===== src/hw/rtl/mipid_div.sv =====
// Radix-2 signed divider, one quotient bit per cycle, truncating toward zero.
// Depends on nothing.
`timescale 1ns / 1ps
`default_nettype none
module mipid_div (
  input  wire logic               clk_i,
  input  wire logic               rst_ni,
  input  wire logic               start_i,
  input  wire logic signed [48:0] num_i,
  input  wire logic        [31:0] den_i,
  output logic                    done_o,
  output logic signed [49:0]      quo_o
);
  logic [48:0] rem_q, rem_d;
  logic [48:0] quo_q, quo_d;
  logic [48:0] num_abs_q;
  logic [31:0] den_q;
  logic        neg_q, busy_q;
  logic [5:0]  cnt_q;
  logic [49:0] trial;

  // shift-subtract step
  always_comb begin
    trial = {rem_q, num_abs_q[6'd48 - cnt_q]};
    rem_d = trial[48:0];
    quo_d = {quo_q[47:0], 1'b0};
    if (trial >= {18'd0, den_q}) begin
      rem_d = 49'(trial - {18'd0, den_q});
      quo_d[0] = 1'b1;
    end
  end

  always_ff @(posedge clk_i or negedge rst_ni) begin
    if (!rst_ni) begin
      busy_q <= 1'b0;
      done_o <= 1'b0;
      cnt_q  <= '0;
    end else begin
      done_o <= 1'b0;
      if (start_i) begin
        busy_q    <= 1'b1;
        cnt_q     <= '0;
        rem_q     <= '0;
        quo_q     <= '0;
        den_q     <= den_i;
        neg_q     <= num_i[48];
        num_abs_q <= num_i[48] ? 49'(-num_i) : num_i;
      end else if (busy_q) begin
        rem_q <= rem_d;
        quo_q <= quo_d;
        cnt_q <= cnt_q + 6'd1;
        if (cnt_q == 6'd48) begin
          busy_q <= 1'b0;
          done_o <= 1'b1;
        end
      end
    end
  end

  assign quo_o = neg_q ? -$signed({1'b0, quo_q}) : $signed({1'b0, quo_q});
endmodule
`default_nettype wire


===== config.mk =====
export PLATFORM = sky130hd
export DESIGN_NAME = mipid_div
export DESIGN_NICKNAME = d
export VERILOG_FILES = /design/src/hw/rtl/mipid_div.sv
export SDC_FILE = /design/constraint.sdc
export NUM_CORES = 1
export LEC_CHECK = 0
export BUFFER_PORTS_ARGS = -buffer_cell sky130_fd_sc_hd__buf_2
export CAP_MARGIN = 20
export CORE_ASPECT_RATIO = 1.1
export CORE_MARGIN = 3
export CORE_UTILIZATION = 46
export DETAILED_ROUTE_END_ITERATION = 10
export PLACE_DENSITY = 0.75
export SLEW_MARGIN = 20
export SYNTH_ARGS = -nofsm -noshare
export SYNTH_HDL_FRONTEND = slang
export SYNTH_SLANG_ARGS = --single-unit

===== constraint.sdc =====
create_clock -name clk_i -period 6.6 [get_ports clk_i]
set_input_delay 1.98 -clock clk_i [delete_from_list [all_inputs] [get_ports clk_i]]
set_output_delay 1.98 -clock clk_i [all_outputs]
set_load 0.02 [all_outputs]

==> metrics.md <==
| Metric | Value |
|---|---|
| WP data arrival | `6.13 ns` |
| CTS Root Cell | `clkbuf_16` |
| Period utilisation layout | `89.1%` |
| Slew at the pin closest to its max-slew limit | `0.916 ns` |
| Pin count of the biggest net entering global routing | `88` |
| Drt first-iter violations | `941` |
| Worst reg2reg endpoint | `rem_q[40]$_SDFFCE_PP0P_` |
| Min-delay src | `cnt_q[5]$_DFFE_PN0P_` |
| Flop pwr share | `43.1%` |
| Post-Layout Inst Area | `14,100 sq um` |
| Required time worst endpoint | `6.85 ns` |
| FF+latch count, synth | `188` |
| Post-synth ARST share | `4.26%` |
| CP Cell Sequence | `inv_1 > ha_1 > mux4_2 > mux4_2 > mux2i_1 > mux2_2 > ha_1 > inv_1 > fa_1 > a21o_1 > a221oi_1 > o31ai_1 > a211o_1 > a211oi_4 > buf_4 > nor3_1 > a21bo_2 > a311oi_1` |
| RSZ-0062 raised after global routing | `no` |
| Standby leakage power | `5.50 nW` |
| Synth Area per Inst | `10.4 sq um` |
| Status | `finished, final reports clean` |
| Via count | `9,741` |
| Crit-path leading delay family | `compound AO/OA/AOI/OAI gates` |
| Vias in the first global route | `9,075` |
| Core ar. | `26,500 sq um` |
| WL final | `28.0 mm` |
| Starting density of the core | `47.4%` |
| Grt ovf | `0` |
| Clk Latency, worst-skew pair | `0.44 ns` |
| Sum of negative setup slack | `0 ns` |
| Total GRT Usage | `19.0%` |
| Setup crit start kind | `flop` |
| Row cnt | `62` |
| Register area share after synthesis | `44.6%` |
| Reg2reg path depth | `18` |
| Clock share of power | `30.2%` |
| IO buf count | `134` |
| CTS HTree Levels | `4` |
| EDFF count, synth | `180` |
| Ports | `135` |
| Final Max Tran Viols | `0` |
| Initial antenna violation count | `0` |
| Hold depth | `2` |
| First-pass GRT wire length | `45.7 mm` |
| Final hold viol count | `0` |
| R2r setup slk | `0.72 ns` |
| Largest area contributor in the netlist | `edfxtp_1` |
| Area grow syn2layout | `12.5%` |
| Int Power | `2.37 mW` |
| Critical Path Fanout Max | `41` |
| Cts hold-fix bufs | `0` |
| CP endpoint kind | `flop` |
| Max_cap viols | `0` |
| DP HPWL | `20.0 mm` |
| Vias/cell | `5.84` |
| Worst setup margin | `0.722 ns` |
| Post-layout power | `3.54 mW` |
| Hold Crit Endpoint | `cnt_q[5]$_DFFE_PN0P_` |
| DRT antenna net count | `0` |
| FF-to-FF Start | `cnt_q[1]$_DFFE_PN0P_` |
| Worst min path class | `flop to flop` |
| Ant. Diodes | `0` |
| # nets final | `1,425` |
| Distinct cells, synth | `73` |
| Crit-path max cell delay | `0.64 ns` |
| Final min period | `5.88 ns` |
| Pwr Density | `251 nW/um^2` |
| Yosys warning count | `0` |
| Slowest CP cell | `ha_1` |
| TritonCTS buffer count | `17` |
| Post-synthesis instance area | `12,600 sq um` |
| Sw Share | `33.1%` |
| Post-synth top flop | `edfxtp_1` |
| VDD IR max | `177 uV` |
| Fraction of layout cells with a size suffix above 1 | `17.2%` |
| Routed wire per std cell | `16.7 um` |
| DR pass1 iterations | `6` |
| WS Path Type | `flop to flop` |
| NetSw | `1.17 mW` |
| Top cells by area, synth | `edfxtp_1, xnor2_1, mux2i_1` |
| Dpl cell area | `13,500 sq um` |
| DR DRC count | `0` |
| Vert. Die Dim | `179 um` |
| Syn Nets | `1,334` |
| Share of the synthesized area in the top cell type | `43.0%` |
| Post-CTS Setup Inserts | `0` |
| Buffer depth of the longest clock path | `2` |
| CTS tree | `built` |
| Worst slew margin | `38.9%` |
| Die Width | `164 um` |
| CTS Sinks | `188` |
| Cells after synthesis | `1,213` |
| Hold Slack | `0.619 ns` |
| Wl on met1 | `12.8 mm` |
| Pre-CTS setup slack | `0.694 ns` |
| Met3 WL post-DR | `1.28 mm` |
| Clock transition at the registers of the reported paths | `0.08 ns` |
| Max Clk Rate | `170 MHz` |
| Die ar. | `29,300 sq um` |
| Buffer and inverter count on the worst path | `3` |
| Highest routed layer | `met4` |
| Resized cells post-CTS | `0` |
| Logic gate share of total power | `26.8%` |
| Routed wl met2 | `13.3 mm` |
| Final setup viols | `0` |
| Layout Skew | `0.0115 ns` |
| RePlAce Congestion | `0.907` |
[power groups by stage]
stage               registers [mW]  clock network (mW)  logic (mW)
floorplan                     1.52                   0       0.708
global placement              1.55                   0       0.918
detailed placement            1.55                   0       0.939
CTS                           1.53                1.09       0.945
global route                  1.54                1.14        1.05
finish                        1.53                1.07       0.948
[tightest hold or removal path: stages (launching register included)]
cell     delay [ns]
dfrtp_1        0.42
o21ai_0        0.10
a21oi_1        0.07
[state kept, by name, indices dropped and copies added (netlist names)]
signal,cells
quo_q,49
cnt_q,6
num_abs_q,49
den_q,32
busy_q,1
rem_q,49
done_o,1
neg_q,1
[per-stage QoR]
step	utilization (%)	instances
final	53.3	1669
after global routing	53.3	1669
after CTS	53.2	1668
after detailed placement	50.8	1636
after global placement	50.8	1636
after floorplan	-	1213
[how the worst max path moves through the flow]
stage,from,end,slack (ns),cells after the start
6_report,cnt_q[1]$_DFFE_PN0P_,rem_q[40]$_SDFFCE_PP0P_,0.72,18
5_1_grt,cnt_q[1]$_DFFE_PN0P_,rem_q[36]$_SDFFCE_PP0P_,0.14,18
4_1_cts,cnt_q[1]$_DFFE_PN0P_,rem_q[40]$_SDFFCE_PP0P_,0.68,18
3_5_place_dp,cnt_q[1]$_DFFE_PN0P_,rem_q[40]$_SDFFCE_PP0P_,0.69,18
3_3_place_gp,cnt_q[1]$_DFFE_PN0P_,rem_q[40]$_SDFFCE_PP0P_,0.98,18
2_1_floorplan,cnt_q[0]$_DFFE_PN0P_,rem_q[2]$_SDFFCE_PP0P_,0.47,21
[synthesized netlist by cell type (all sizes together) (6+ instances only)]
cell type	number
xor2	19
nand2	72
nor3	23
and2	6
a21oi	48
nor4	18
a211oi	43
xnor2	113
or3	14
o31ai	33
and3	10
mux4	15
inv	51
o41ai	18
clkbuf	59
a21o	13
a311oi	9
o21ai	51
edfxtp	180
o21bai	8
nand4	12
a31oi	9
nor2	142
nand2b	13
nand3	11
ha	36
or4	23
buf	13
or2	6
mux2i	66
dfrtp	8
[cell usage in the layout (no fill, tap or decap), drive strengths merged, types with 6 or more instances in the layout]
cell / count
a211oi: 43
a21o: 13
a21oi: 48
a311oi: 9
a31oi: 9
and2: 6
and3: 10
buf: 144
clkbuf: 17
clkinv: 7
dfrtp: 8
edfxtp: 180
ha: 36
inv: 59
mux2i: 66
mux4: 15
nand2: 72
nand2b: 13
nand3: 11
nand4: 12
nor2: 142
nor3: 23
nor4: 18
o21ai: 51
o21bai: 8
o31ai: 33
o41ai: 18
or2: 6
or3: 14
or4: 23
xnor2: 113
xor2: 19
[routing by layer]
metal	global-route usage, %	vias up
li1	-	4749
met1	26.5	4646
met2	30.9	301
met3	2.60	45
met4	6.52	0
met5	0	-
[kinds of logic after synthesis]
logic type	after synthesis	synth area share, %
compound gates	275	15.3
xor+xnor	132	9.20
fa+ha+maj	37	3.74
buf+inv	123	3.79
flops	188	44.6
mux	83	8.12
simple gates	375	15.2
[cell type report]
cell class	count	area, sq um
Clock buffer	17	425
Clock inverter	15	206
Fill cell	2365	12400
Inverter	51	191
Multi-Input combinational cell	902	6490
Sequential cell	188	5610
Tap cell	352	440
Timing Repair Buffer	144	771
No activity file was read; power rests on OpenSTA's default activity.
